File: src/rtl/lbps_pkg.sv
// Shared types, request codes and pattern tables for the LED blink pattern sequencer.
`default_nettype none

package lbps_pkg;

  // Request codes carried in req_type.
  localparam logic [1:0] REQ_POLL  = 2'd0;
  localparam logic [1:0] REQ_START = 2'd1;
  localparam logic [1:0] REQ_STOP  = 2'd2;

  // Pattern codes carried in pattern_code.
  localparam logic [2:0] PAT_FULL  = 3'd0;
  localparam logic [2:0] PAT_F20   = 3'd1;
  localparam logic [2:0] PAT_F50   = 3'd2;
  localparam logic [2:0] PAT_F100  = 3'd3;
  localparam logic [2:0] PAT_F200  = 3'd4;
  localparam logic [2:0] PAT_F300  = 3'd5;
  localparam logic [2:0] PAT_FLASH = 3'd6;

  localparam int PATTERN_COUNT = 7;   // patterns in the table
  localparam int PASS_WRAP     = 100; // pass counter wraps to 0 above this

  localparam int CODE_W  = 3;
  localparam int LIMIT_W = 7;
  localparam int IDX_W   = 3;  // pair index runs 0..4
  localparam int TICK_W  = 10;
  localparam int PASS_W  = 8;

  typedef struct packed {
    logic                 active;
    logic                 pat_valid;
    logic [CODE_W-1:0]    pattern;
    logic [IDX_W-1:0]     pair_index;
    logic [TICK_W-1:0]    tick_count;
    logic [TICK_W-1:0]    hold_ticks;
    logic                 led_level;
    logic [PASS_W-1:0]    pass_count;
    logic [LIMIT_W-1:0]   pass_limit;
  } seq_state_t;

  typedef struct packed {
    logic [1:0]           req_type;
    logic                 tick_elapsed;
    logic [CODE_W-1:0]    pattern_code;
    logic [LIMIT_W-1:0]   loop_limit;
  } req_item_t;

  // Number of (level, hold) pairs in each pattern.
  function automatic logic [IDX_W-1:0] pat_len(input logic [CODE_W-1:0] code);
    case (code)
      PAT_FULL:  pat_len = 3'd1;
      PAT_F20:   pat_len = 3'd2;
      PAT_F50:   pat_len = 3'd2;
      PAT_F100:  pat_len = 3'd2;
      PAT_F200:  pat_len = 3'd2;
      PAT_F300:  pat_len = 3'd2;
      PAT_FLASH: pat_len = 3'd4;
      default:   pat_len = 3'd0;
    endcase
  endfunction

  // LED level of a pair; only the flash pattern lights a pair past the first.
  function automatic logic pat_level(input logic [CODE_W-1:0] code,
                                     input logic [1:0] idx);
    case (idx)
      2'd0:    pat_level = 1'b1;
      2'd2:    pat_level = (code == PAT_FLASH);
      default: pat_level = 1'b0;
    endcase
  endfunction

  // Hold time of a pair, in timer ticks.
  function automatic logic [TICK_W-1:0] pat_hold(input logic [CODE_W-1:0] code,
                                                 input logic [1:0] idx);
    logic [TICK_W-1:0] base;
    case (code)
      PAT_FULL: base = 10'd1;
      PAT_F20:  base = 10'd20;
      PAT_F50:  base = 10'd50;
      PAT_F100: base = 10'd100;
      PAT_F200: base = 10'd200;
      PAT_F300: base = 10'd300;
      default:  base = 10'd0;
    endcase
    if (code == PAT_FLASH) begin
      case (idx)
        2'd0:    pat_hold = 10'd100;
        2'd1:    pat_hold = 10'd200;
        2'd2:    pat_hold = 10'd100;
        default: pat_hold = 10'd800;
      endcase
    end else if (idx == 2'd0 || (idx == 2'd1 && code != PAT_FULL)) begin
      pat_hold = base;
    end else begin
      pat_hold = '0;
    end
  endfunction

endpackage

`default_nettype wire

File: src/rtl/lbps_step.sv
// Next-state logic of the sequencer for one request item.
`default_nettype none

module lbps_step (
  input  wire lbps_pkg::seq_state_t st,
  input  wire lbps_pkg::req_item_t  req,
  output lbps_pkg::seq_state_t      st_next
);

  logic [lbps_pkg::TICK_W-1:0] tick_sat;
  logic [lbps_pkg::IDX_W-1:0]  len;
  logic                        in_range;
  logic [lbps_pkg::PASS_W-1:0] pass_inc;
  logic [lbps_pkg::PASS_W-1:0] pass_wrap;

  assign tick_sat  = (req.tick_elapsed && st.tick_count != '1) ?
                     st.tick_count + lbps_pkg::TICK_W'(1) : st.tick_count;
  assign len       = lbps_pkg::pat_len(st.pattern);
  assign in_range  = st.pair_index < len;
  assign pass_inc  = st.pass_count + lbps_pkg::PASS_W'(1);
  assign pass_wrap = (pass_inc > lbps_pkg::PASS_W'(lbps_pkg::PASS_WRAP)) ? '0 : pass_inc;

  always_comb begin
    st_next = st;
    case (req.req_type)
      lbps_pkg::REQ_START: begin
        if (req.pattern_code < lbps_pkg::CODE_W'(lbps_pkg::PATTERN_COUNT)) begin
          st_next.pass_limit = req.loop_limit;
          if (!(st.pat_valid && st.pattern == req.pattern_code)) begin
            st_next.active     = 1'b1;
            st_next.pat_valid  = 1'b1;
            st_next.pattern    = req.pattern_code;
            st_next.pass_count = '1;
            st_next.tick_count = '0;
            st_next.pair_index = '0;
            st_next.led_level  = lbps_pkg::pat_level(req.pattern_code, 2'd0);
            st_next.hold_ticks = lbps_pkg::pat_hold(req.pattern_code, 2'd0);
          end
        end
      end
      lbps_pkg::REQ_STOP: begin
        st_next.active     = 1'b0;
        st_next.pat_valid  = 1'b0;
        st_next.pass_count = '1;
        st_next.led_level  = 1'b0;
      end
      lbps_pkg::REQ_POLL: begin
        if (st.active) begin
          st_next.tick_count = tick_sat;
          if (tick_sat >= st.hold_ticks) begin
            st_next.tick_count = '0;
            if (in_range) begin
              // fetch the pair at the index, then step on
              st_next.led_level  = lbps_pkg::pat_level(st.pattern, st.pair_index[1:0]);
              st_next.hold_ticks = lbps_pkg::pat_hold(st.pattern, st.pair_index[1:0]);
              st_next.pair_index = st.pair_index + lbps_pkg::IDX_W'(1);
            end else begin
              // one past the end: off, zero hold, pass closes
              st_next.led_level  = 1'b0;
              st_next.hold_ticks = '0;
              st_next.pair_index = '0;
              st_next.pass_count = pass_wrap;
              if (st.pass_limit != '0 && pass_wrap >= {1'b0, st.pass_limit}) begin
                st_next.active     = 1'b0;
                st_next.pat_valid  = 1'b0;
                st_next.pass_count = '1;
              end
            end
          end
        end
      end
      default: begin
      end
    endcase
  end

endmodule

`default_nettype wire

File: src/rtl/led_blink_pattern_sequencer_unit.sv
// Top level of the LED blink pattern sequencer: input register, step logic, result register.
`default_nettype none

// The block plays one of seven fixed LED patterns (full, 20/50/100/200/300-tick
// blinks, flash) and answers every request item with exactly one result item
// giving the LED level and whether a pattern is playing. The request kind
// travels on s_tuser. Poll items advance the pattern clock by one tick when
// tick_elapsed is set; start items select a pattern and a pass limit (0 runs
// until stopped; restarting the running pattern only changes the limit); stop
// items turn the LED off. An accepted item sits in the input register and goes
// through the step logic into the result register once that register is free
// (empty or being taken); a new item is accepted every cycle while results are
// taken, with one state update per item. A stall on the result side holds
// the result register and, after one more item lands in the input register,
// drops s_tready.
module led_blink_pattern_sequencer_unit (
  input  wire        clk,
  input  wire        rst,
  input  wire        s_tvalid,
  output logic       s_tready,
  input  wire [15:0] s_tdata,   // [0] tick_elapsed, [3:1] pattern_code,
                                // [10:4] loop_limit
  input  wire [1:0]  s_tuser,   // [1:0] req_type
  output logic       m_tvalid,
  input  wire        m_tready,
  output logic [7:0] m_tdata    // [0] led_on, [1] running
);

  // input register
  logic                 in_valid;
  lbps_pkg::req_item_t  in_item;

  // sequencer state
  lbps_pkg::seq_state_t st;
  lbps_pkg::seq_state_t st_next;

  logic advance;  // input register item is processed this cycle

  assign advance  = in_valid && (!m_tvalid || m_tready);
  assign s_tready = !in_valid || advance;

  always_ff @(posedge clk) begin
    if (rst) begin
      in_valid <= 1'b0;
    end else if (s_tvalid && s_tready) begin
      in_valid <= 1'b1;
    end else if (advance) begin
      in_valid <= 1'b0;
    end
  end

  always_ff @(posedge clk) begin
    if (s_tvalid && s_tready) begin
      in_item.req_type     <= s_tuser;
      in_item.tick_elapsed <= s_tdata[0];
      in_item.pattern_code <= s_tdata[3:1];
      in_item.loop_limit   <= s_tdata[10:4];
    end
  end

  lbps_step u_step (
    .st      (st),
    .req     (in_item),
    .st_next (st_next)
  );

  always_ff @(posedge clk) begin
    if (rst) begin
      st.active     <= 1'b0;
      st.pat_valid  <= 1'b0;
      st.pattern    <= '0;
      st.pair_index <= '0;
      st.tick_count <= '0;
      st.hold_ticks <= '0;
      st.led_level  <= 1'b0;
      st.pass_count <= '1;
      st.pass_limit <= '0;
    end else if (advance) begin
      st <= st_next;
    end
  end

  // result register
  always_ff @(posedge clk) begin
    if (rst) begin
      m_tvalid <= 1'b0;
    end else if (advance) begin
      m_tvalid <= 1'b1;
    end else if (m_tready) begin
      m_tvalid <= 1'b0;
    end
  end

  always_ff @(posedge clk) begin
    if (advance) begin
      m_tdata <= {6'b0, st_next.active, st_next.led_level};
    end
  end

  // LED is only lit while a pattern plays
  a_led_needs_active : assert property (@(posedge clk) disable iff (rst)
    st.led_level |-> st.active)
    else $error("LED lit while sequencer stopped");

  // playing implies a pattern is selected
  a_active_has_pattern : assert property (@(posedge clk) disable iff (rst)
    st.active |-> st.pat_valid)
    else $error("sequencer active without a valid pattern");

  // a stalled result blocks state updates
  a_stall_holds_state : assert property (@(posedge clk) disable iff (rst)
    (in_valid && m_tvalid && !m_tready) |=> $stable(st))
    else $error("state changed while result stalled");

  // the pair index never runs past the end marker
  a_index_bound : assert property (@(posedge clk) disable iff (rst)
    st.active |-> (st.pair_index <= lbps_pkg::pat_len(st.pattern)))
    else $error("pair index past end of pattern");

endmodule

`default_nettype wire
File: config.mk
export PLATFORM = sky130hd
export DESIGN_NAME = led_blink_pattern_sequencer_unit
export DESIGN_NICKNAME = d
export VERILOG_FILES = /design/src/rtl/lbps_pkg.sv /design/src/rtl/lbps_step.sv /design/src/rtl/led_blink_pattern_sequencer_unit.sv
export SDC_FILE = /design/constraint.sdc
export NUM_CORES = 1
export LEC_CHECK = 0
export ABC_AREA = 1
export BUFFER_PORTS_ARGS = -buffer_cell sky130_fd_sc_hd__buf_2
export CAP_MARGIN = 20
export CELL_PAD_IN_SITES_DETAIL_PLACEMENT = 0
export CELL_PAD_IN_SITES_GLOBAL_PLACEMENT = 1
export CORE_UTILIZATION = 44
export CTS_CLUSTER_SIZE = 24
export DETAILED_ROUTE_END_ITERATION = 10
export MAX_ROUTING_LAYER = met4
export PLACE_DENSITY_LB_ADDON = 0.1
export SLEW_MARGIN = 20
export SYNTH_ARGS = -nofsm -noshare
export SYNTH_HDL_FRONTEND = slang
export SYNTH_HIERARCHICAL = 1
export SYNTH_SLANG_ARGS = --single-unit
File: constraint.sdc
create_clock -name clk -period 3.6 [get_ports clk]
set_input_delay 0.72 -clock clk [delete_from_list [all_inputs] [get_ports clk]]
set_output_delay 0.72 -clock clk [all_outputs]
set_load 0.01 [all_outputs]
==> results of run 1 <==
==> logic make-up after synthesis <==
group                    Yosys count  synth area share [%]
AO/OA/AOI/OAI                    144                  16.1
AND/OR/NAND/NOR                  381                  33.8
adder cells (fa/ha/maj)           26                  6.46
XOR/XNOR                           9                  1.57
other                              1                0.0745
buffers and inverters            163                  14.5
multiplexers                       1                 0.224
flip-flops                        61                  27.2
==> how the worst min path moves through the flow <==
stage | start | end | cells after the start | slack, ns
floorplan | st[9]$_SDFFE_PP1P_ | st[9]$_SDFFE_PP1P_ | 2 | 0.43
global placement | st[6]$_SDFFE_PP0P_ | st[6]$_SDFFE_PP0P_ | 2 | 0.46
detailed placement | st[5]$_SDFFE_PP0P_ | st[5]$_SDFFE_PP0P_ | 2 | 0.47
CTS | st[5]$_SDFFE_PP0P_ | st[5]$_SDFFE_PP0P_ | 2 | 0.48
global route | st[23]$_SDFFE_PP0P_ | st[23]$_SDFFE_PP0P_ | 2 | 0.51
finish | st[5]$_SDFFE_PP0P_ | st[5]$_SDFFE_PP0P_ | 2 | 0.48
==> through the flow <==
stage | hold slack [ns] | area [um^2] | std cells
2_1_floorplan | 0.430 | 5050 | 791
3_3_place_gp | 0.464 | 5170 | 927
3_5_place_dp | 0.474 | 5170 | 927
4_1_cts | 0.484 | 5520 | 943
5_1_grt | 0.510 | 5590 | 947
6_report | 0.479 | 5590 | 947
==> synthesized netlist by cell type (all sizes together) <==
| master | instances | share of area (%) |
|---|---|---|
| a22oi | 1 | 0.15 |
| and3 | 1 | 0.12 |
| nor2 | 78 | 6.3 |
| buf | 36 | 5.1 |
| o22ai | 6 | 0.99 |
| dfxtp | 46 | 18 |
| a211oi | 4 | 0.60 |
| conb | 1 | 0.074 |
| ha | 26 | 6.5 |
| or2 | 2 | 0.25 |
| clkbuf | 2 | 0.15 |
| nor4 | 4 | 0.50 |
| a21o | 1 | 0.15 |
| edfxtp | 15 | 8.9 |
| o21ai | 37 | 3.8 |
| nand4 | 8 | 0.99 |
| a21oi | 78 | 7.9 |
| o2111ai | 2 | 0.35 |
| o31ai | 1 | 0.15 |
| nand3b | 1 | 0.15 |
| xnor2 | 3 | 0.52 |
| nand2 | 179 | 14 |
| xor2 | 6 | 1.0 |
| nand3 | 102 | 11 |
| mux2 | 1 | 0.22 |
| nor3 | 6 | 0.60 |
| o21a | 1 | 0.15 |
| inv | 125 | 9.3 |
| o211ai | 13 | 1.9 |
==> per-layer routing <==
layer	vias up	share of wire, %
met4	0	1.4
met1	2305	47
met3	16	3.2
li1	2600	-
met5	-	0
met2	81	48
==> final cells by class <==
cell class,instances,area share (%)
Clock buffer,9,4.03
Inverter,125,8.39
Multi-Input combinational cell,567,53.4
Clock inverter,7,2.21
Tap cell,140,3.13
Sequential cell,61,24.6
Timing Repair Buffer,38,4.20
==> power groups by stage <==
stage	clock (mW)	combinational [mW]	sequential [mW]
6_report	1.03	0.615	0.808
2_1_floorplan	0	0.485	0.802
5_1_grt	1.08	0.706	0.816
4_1_cts	1.05	0.605	0.806
3_5_place_dp	0	0.600	0.821
3_3_place_gp	0	0.588	0.820
==> worst max-delay path, cell delays in order (launching register included) <==
cell	delay [ns]
dfxtp_2	0.35
ha_4	0.15
nand3_2	0.09
nor2_2	0.14
nand3_1	0.09
nand2_2	0.08
inv_2	0.09
nand3_1	0.09
xor2_1	0.23
inv_1	0.08
ha_1	0.27
nand2_1	0.06
nor2_1	0.14
nand3_1	0.08
nand4_1	0.14
nand2_2	0.15
inv_2	0.13
buf_4	0.14
o21ai_1	0.10
o21ai_1	0.19
nand3_1	0.09
inv_1	0.06
nand3_1	0.07
nand2_1	0.11
nor2_2	0.04
==> registers in the layout (all words and copies together) (netlist names) <==
name / cells
st: 44
in_item: 13
m_tdata: 2
in_valid: 1
m_tvalid: 1
==> what timing repair did <==
item	4_1_cts	5_1_grt
gates resized for setup	0	13
setup buffers	0	4
endpoints found under the setup margin	0	29
==> flow_summary.ini, run 1 <==
[die]
dieHeight_um = 109
die_area_mm2 = 0.0119
coreArea_mm2 = 0.0110
row_count = 38
initial_utilization_pct = 45.8
die_w_um = 109
io_pins = 32

[route]
routed_wirelength_um = 13400
wire_per_inst_um = 14.2
firstDrtPassIters = 5
drc = 0
num_vias = 5002
vias_per_cell = 5.28
drt-initial-drc-count = 340
ant_nets = 0

[timing]
hold_viol = 0
slew_headroom_pct = 42.6
fin_tns_setup_ns = 0
skew_ns = 0.00725
rsz0062_at_grt = false
finalCriticalPeriod_ns = 3.27
fin_crit_sh_pct = 90.9
setup_viol = 0
drv_slew = 0
setup_ws_ns = 0.327
timing.fmax_ghz = 0.305
tightest_slew_ns = 0.860

[cts]
clkLatencyLatePin_ns = 0.34
clk_pin_slew_ns = 0.06
clockRootBuffer = clkbuf_16
cts_buffer_depth = 2
holdBufCountCts = 0
cts.sinks = 61
cts_tree = done
htreeDepth = 3
numCtsBuffers = 9

[pwr]
peakVddDrop_uv = 269
pwr-share-seq_pct = 32.9
p_switching_mw = 0.805
combPwrFrac_pct = 25.0
swShare_pct = 32.8
power_leakage_nw = 2.62
total_power_mw = 2.45
power.share.clock_pct = 42.0
power.internal_mw = 1.65
powerDensity_mw_per_mm2 = 439

[logic_synthesis]
ys_seq_area_share_pct = 27.2
synth_cell_types = 42
yosysWarnings = 6
syn_avg_cell_area_um2 = 6.40
syn_area_mm2 = 0.00503
synth_cells = 786
ys_seq_elements = 61

[worst_setup_path]
r2r_end = st[24]$_SDFFE_PP0P_
cp-startpoint = st[27]$_SDFFE_PP0P_
worst_r2r_startpoint = st[27]$_SDFFE_PP0P_
reg2reg_depth = 24
startpoint_type = register
worstSetupEndpointType = register
critPathMaxFanout = 10
ff2ff_setup_slack_ns = 0.33
critPathRequiredTime_ns = 3.83
crit_arrival_ns = 3.51
worstSetupPathType = reg2reg
crit_path_end = st[24]$_SDFFE_PP0P_

[final_layout]
utilization_pct = 50.9
nNetsFinal = 850
fillCellCount = 1129
diodes = 0
multi_input_area_mm2 = 0.00299
area.growth.synth_to_final_pct = 11.1
final_cell_mix = nand2_1 (164), inv_1 (113), nand3_1 (97), a21oi_1 (76), nor2_1 (68)
drive_above_1_share_pct = 13.8
seq_area_mm2 = 0.00138
final_common_cell = nand2_1

[global_route]
met2_usage_pct = 42.1
grt_pass1_vias = 4710
met3_usage_pct = 4.90
antenna_found_initial = 0
top_usage_layer = met2
grt.total_usage_pct = 25.4
overflow = 0
gr-usage-met1_pct = 31.1
grt_first_pass_wirelength_um = 22600
grt_max_degree = 70

[placement]
io_buffers = 20
gp_congestion = 0.976
dpl_worst_slack_ns = 0.156
hpwl_um = 9410

[run_status]
status = completed

[hold_path]
hold_path.class = reg2reg

[job]
max-cap-violations = 0
Power figures use the tool's default switching activity.
==> run 2, diff against run 1 <==
SYNTH_HIERARCHICAL = unset   (was 1)
clock period = 3.2 ns   (was 3.6 ns; I/O delays follow)
==> run 2 against run 1 <==
Net effect:
- the flow now finishes with violations (design-rule violations)
- clock power shrank 44%
- final cell count shrank 23%
- area after synthesis shrank 19%
- critical path type unchanged
- largest power group is now registers
- highest routed layer unchanged
==> flow_summary.ini, run 2 <==
[placement]
hpwl_um = 6950
dpl_worst_slack_ns = 0.206
gp_congestion = 0.906
io_buffers = 20

[cts]
cts_buffer_depth = 2
cts_tree = done
holdBufCountCts = 0
htreeDepth = 3
clkLatencyLatePin_ns = 0.35
clk_pin_slew_ns = 0.07
clockRootBuffer = clkbuf_8
numCtsBuffers = 9
cts.sinks = 61

[global_route]
grt_first_pass_wirelength_um = 15900
grt_max_degree = 30
grt_pass1_vias = 3356
antenna_found_initial = 0
overflow = 0
grt.total_usage_pct = 21.7

[timing]
drv_slew = 0
slew_headroom_pct = 40.3
setup_viol = 0
fin_crit_sh_pct = 91.5
fin_tns_setup_ns = 0
tightest_slew_ns = 0.894
whs_ns = 0.461
hold_viol = 0
setup_ws_ns = 0.273
skew_ns = 0.0120
rsz0062_at_grt = false
timing.fmax_ghz = 0.342
finalCriticalPeriod_ns = 2.93

[final_layout]
final_cell_mix = nand2_1 (140), inv_1 (69), nor2_1 (60), nand3_1 (45), dfxtp_1 (45)
reg_top3 = st: 44 flops, in_item: 13 flops, m_tdata: 2 flops
regMostFlops = st
diodes = 0
nNetsFinal = 661
drive_above_1_share_pct = 14.3
area.growth.synth_to_final_pct = 9.91
final_common_cell = nand2_1
largest_reg_flops = 44

[logic_synthesis]
synth.most_common_cell = nand2_1
postSynth.asyncResetShare_pct = 0
synth_cells = 583
netlist_top_cells_area = dfxtp_1 (23%), nand2_1 (13%), edfxtp_1 (11%), ha_1 (8.3%), inv_1 (6.4%)
synth_top_area_share_pct = 22.7
synthFlopType = dfxtp_1
syn_avg_cell_area_um2 = 6.97
synth_cell_types = 43
yosys-top-cells-count = nand2_1 (140), inv_1 (69), nor2_1 (61), dfxtp_1 (46), nand3_1 (46)
ys_seq_elements = 61
syn_area_mm2 = 0.00407
netlist.top_cell.by_area = dfxtp_1
ys_seq_area_share_pct = 33.7
synth-edff-count = 15
yosysWarnings = 0

[worst_setup_path]
worstSetupPathType = reg2reg
crit_path_cell_trace = ha_2 > nand2_1 > inv_2 > nand3_2 > nand2_4 > inv_6 > nor2_2 > a21oi_4 > ha_1 > nand2_1 > inv_2 > a21oi_1 > nand4_4 > nor2_4 > nor2_8 > buf_4 > o21ai_1 > nor2_1
worstSetupEndpointType = register
crit_arrival_ns = 3.16
critPathRequiredTime_ns = 3.44
reg2reg_depth = 18
cp.depth = 18
cpPeakStageDelay_ns = 0.40
critPathMaxFanout = 16
slowest_stage = dfxtp_1
critical_path.top_delay_family = simple AND/OR/NAND/NOR gates
startpoint_type = register
path_buf_inv = 4

[pwr]
power_leakage_nw = 2.05
powerDensity_mw_per_mm2 = 427
peakVddDrop_uv = 172

[die]
io_pins = 32
dieHeight_um = 98.1
coreArea_mm2 = 0.00885
initial_utilization_pct = 45.9
die_w_um = 98.1
row_count = 34
die_area_mm2 = 0.00963

[route]
routed_wirelength_um = 9440
drt-initial-drc-count = 115
vias_per_cell = 4.96
drc = 3
wire_per_inst_um = 13.0
ant_nets = 0
firstDrtPassIters = 7
num_vias = 3599

[run_status]
status = complete, but fails checks
failed_checks = design-rule violations

[hold_path]
hold_depth = 1
hold_path.class = in2reg

[job]
max-cap-violations = 0
==> run 2: what timing repair did <==
item                                    in CTS  in global routing
endpoints found under the setup margin       0                 22
gates resized for setup                      0                  7
buffers inserted                             0                  4
==> run 2: final timing paths <==
path / startpoint / slack [ns] / end
max: st[27]$_SDFFE_PP0P_ / 0.27 / st[20]$_SDFFE_PP0P_
min: s_tuser[1] / 0.46 / in_item[12]$_DFFE_PP_
max reg2reg: st[27]$_SDFFE_PP0P_ / 0.27 / st[20]$_SDFFE_PP0P_
min reg2reg: st[14]$_SDFFE_PP1P_ / 0.48 / st[14]$_SDFFE_PP1P_
==> run 2: power by group <==
| part | switching, mW | internal [mW] | leakage [nW] |
|---|---|---|---|
| logic | 0.290 | 0.176 | 1.45 |
| clock network | 0.297 | 0.276 | 0.0765 |
| registers | 0.0374 | 0.832 | 0.521 |
| total | 0.624 | 1.28 | 2.05 |
==> run 2: logic make-up (layout without fill, tap and decap cells) <==
| logic type | count (synthesis) | count (layout) | share of synthesized area, % |
|---|---|---|---|
| adders and majority gates | 27 | 27 | 8.31 |
| buffers and inverters | 100 | 128 | 10.5 |
| other | 1 | 6 | 0.0922 |
| and+or+nand+nor | 293 | 294 | 32.9 |
| AOI/OAI and AO/OA | 93 | 93 | 12.7 |
| DFF | 61 | 61 | 33.7 |
| xor gates and xnor gates | 8 | 8 | 1.72 |
==> run 2: routing by layer <==
layer  wire [um]  vias to the layer above  part of all wire [%]  track usage (%)
met1        4550                     1599                    48             26.6
met4         188                        0                   2.0             9.32
met2        4370                       46                    46             34.1
li1            -                     1937                     -                -
met3         332                       17                   3.5             5.01
met5           0                        -                     0                -
==> run 2: cell type report <==
class	count	area [um^2]
tap	108	135
multi-input combinational	428	2320
clock inverter	3	12.5
fill	938	4380
inverter	82	317
sequential	61	1370
clock buffer	13	139
timing repair buffer	30	175
==> run 2: per-stage QoR <==
step,utilization (%),power (mW),cells,instance area [um^2]
6_report,50.5,1.91,725,4470
5_1_grt,50.5,2.05,725,4470
4_1_cts,49.7,1.91,720,4400
3_5_place_dp,48.0,1.32,704,4250
3_3_place_gp,48.0,1.31,704,4250
2_1_floorplan,-,1.23,588,4080
==> run 3, diff against run 2 <==
PLACE_DENSITY = 0.78   (was unset)
PLACE_DENSITY_LB_ADDON = unset   (was 0.1)
==> run 3 against run 2 <==
Net effect:
- first-iteration DRC count is 17% higher
- flip-flop and latch count stayed put
- critical endpoint unchanged
- sequential power hardly changed
- final cell count is 0.28% lower
- sequential share of layout area is 0.39 points lower
- the run still ends with design-rule violations left
==> flow_summary.ini, run 3 (synthesis gave the netlist of run 2 again) <==
[cts]
numCtsBuffers = 9
clockRootBuffer = clkbuf_8
htreeDepth = 3
cts.sinks = 61
clk_pin_slew_ns = 0.07
cts_buffer_depth = 2
clkLatencyLatePin_ns = 0.34
cts_tree = done

[worst_setup_path]
cp-startpoint = st[26]$_SDFFE_PP0P_
critPathRequiredTime_ns = 3.43
worstSetupPathType = reg2reg
worstSetupEndpointType = register
crit_arrival_ns = 3.10
startpoint_type = register
worst_r2r_startpoint = st[26]$_SDFFE_PP0P_
critPathMaxFanout = 16
ff2ff_setup_slack_ns = 0.33

[placement]
hpwl_um = 6850
gp_congestion = 0.910
dpl_cell_area_mm2 = 0.00424
io_buffers = 20

[timing]
tightest_slew_ns = 0.898
fin_tns_setup_ns = 0
hold_viol = 0
skew_ns = 0.00848
rsz0062_at_grt = false
fin_crit_sh_pct = 89.7
slew_headroom_pct = 40.1
drv_slew = 0
timing.fmax_ghz = 0.348
setup_viol = 0
finalCriticalPeriod_ns = 2.87

[global_route]
grt_pass1_vias = 3465
grt_first_pass_wirelength_um = 16100
antenna_found_initial = 0
overflow = 0
grt.total_usage_pct = 21.7
grt_max_degree = 30

[die]
coreArea_mm2 = 0.00885
die_area_mm2 = 0.00963
initial_utilization_pct = 45.9
dieHeight_um = 98.1
row_count = 34
io_pins = 32
die_w_um = 98.1

[final_layout]
diodes = 0
regMostFlops = st
drive_above_1_share_pct = 15.4
final_common_cell = nand2_1
nNetsFinal = 659
final_area_mm2 = 0.00454
final_cell_mix = nand2_1 (140), inv_1 (69), nor2_1 (60), nand3_1 (45), dfxtp_1 (41)
largest_reg_flops = 44
area.growth.synth_to_final_pct = 11.7
reg_top3 = st: 44 flops, in_item: 13 flops, m_tdata: 2 flops

[route]
firstDrtPassIters = 9
ant_nets = 0
wire_per_inst_um = 12.8
routed_wirelength_um = 9290
num_vias = 3640
vias_per_cell = 5.03
drt-initial-drc-count = 134
drc = 3

[pwr]
power_leakage_nw = 2.09
peakVddDrop_uv = 177
powerDensity_mw_per_mm2 = 459

[job]
max-cap-violations = 0

[run_status]
failed_checks = design-rule violations
status = complete, but fails checks

[hold_path]
min_from = st[14]$_SDFFE_PP1P_
hold_path.class = reg2reg
==> run 3: timing repair <==
action / CTS / global route
hold buffers: 0 / 0
resized for setup: 0 / 13
buffers inserted: 0 / 4
setup endpoints to repair: 0 / 36
==> run 3: area by class of cell <==
| type | count | area (um^2) |
|---|---|---|
| fill | 902 | 4310 |
| inverter | 82 | 317 |
| clock buffer | 11 | 141 |
| sequential | 61 | 1380 |
| timing repair buffer | 29 | 180 |
| tap | 108 | 135 |
| multi-input combinational | 427 | 2320 |
| clock inverter | 5 | 73.8 |
==> run 3: worst max-delay path, stage by stage (launching register included) <==
cell and delay (ns):
dfxtp_2 0.39, ha_2 0.22, nand2_1 0.10, inv_2 0.08
nand3_2 0.08, nand2_4 0.11, inv_6 0.08, o21ai_1 0.12
inv_1 0.07, ha_1 0.29, nand2_1 0.12, inv_1 0.05
nand2_1 0.06, nand2_1 0.07, nand2_1 0.11, nand4_4 0.17
nor2_4 0.23, nor2_8 0.10, buf_4 0.16, o21ai_1 0.12
nor2_1 0.05
==> run 3: final timing paths <==
kind | endpoint | cells past startpoint
max | st[20]$_SDFFE_PP0P_ | 20
min | st[14]$_SDFFE_PP1P_ | 2
max reg2reg | st[20]$_SDFFE_PP0P_ | 20
min reg2reg | st[14]$_SDFFE_PP1P_ | 2
==> run 3: stage by stage <==
stage          std cells  power (mW)  hold slack (ns)  util [%]  worst slack [ns]
2_1_floorplan        588        1.23            0.442         -             0.486
4_1_cts              719        2.08            0.458      50.4             0.126
3_5_place_dp         703        1.32            0.465      47.9             0.153
5_1_grt              723        2.22            0.457      51.3           0.00332
3_3_place_gp         703        1.31            0.458      47.9             0.220
6_report             723        2.09            0.468      51.3             0.328
==> run 3: layer usage <==
metal	wire [um]	global-route usage [%]	part of all wire, %
met1	4450	26.3	48
met2	4350	35.2	47
met3	290	4.22	3.1
met4	197	8.86	2.1
met5	0	-	0
==> run 3: report_power, final <==
| part | leakage, nW | switching, mW | internal [mW] |
|---|---|---|---|
| Sequential | 0.523 | 0.0384 | 0.832 |
| Combinational | 1.45 | 0.288 | 0.168 |
| Clock | 0.111 | 0.303 | 0.455 |
| Total | 2.09 | 0.630 | 1.46 |
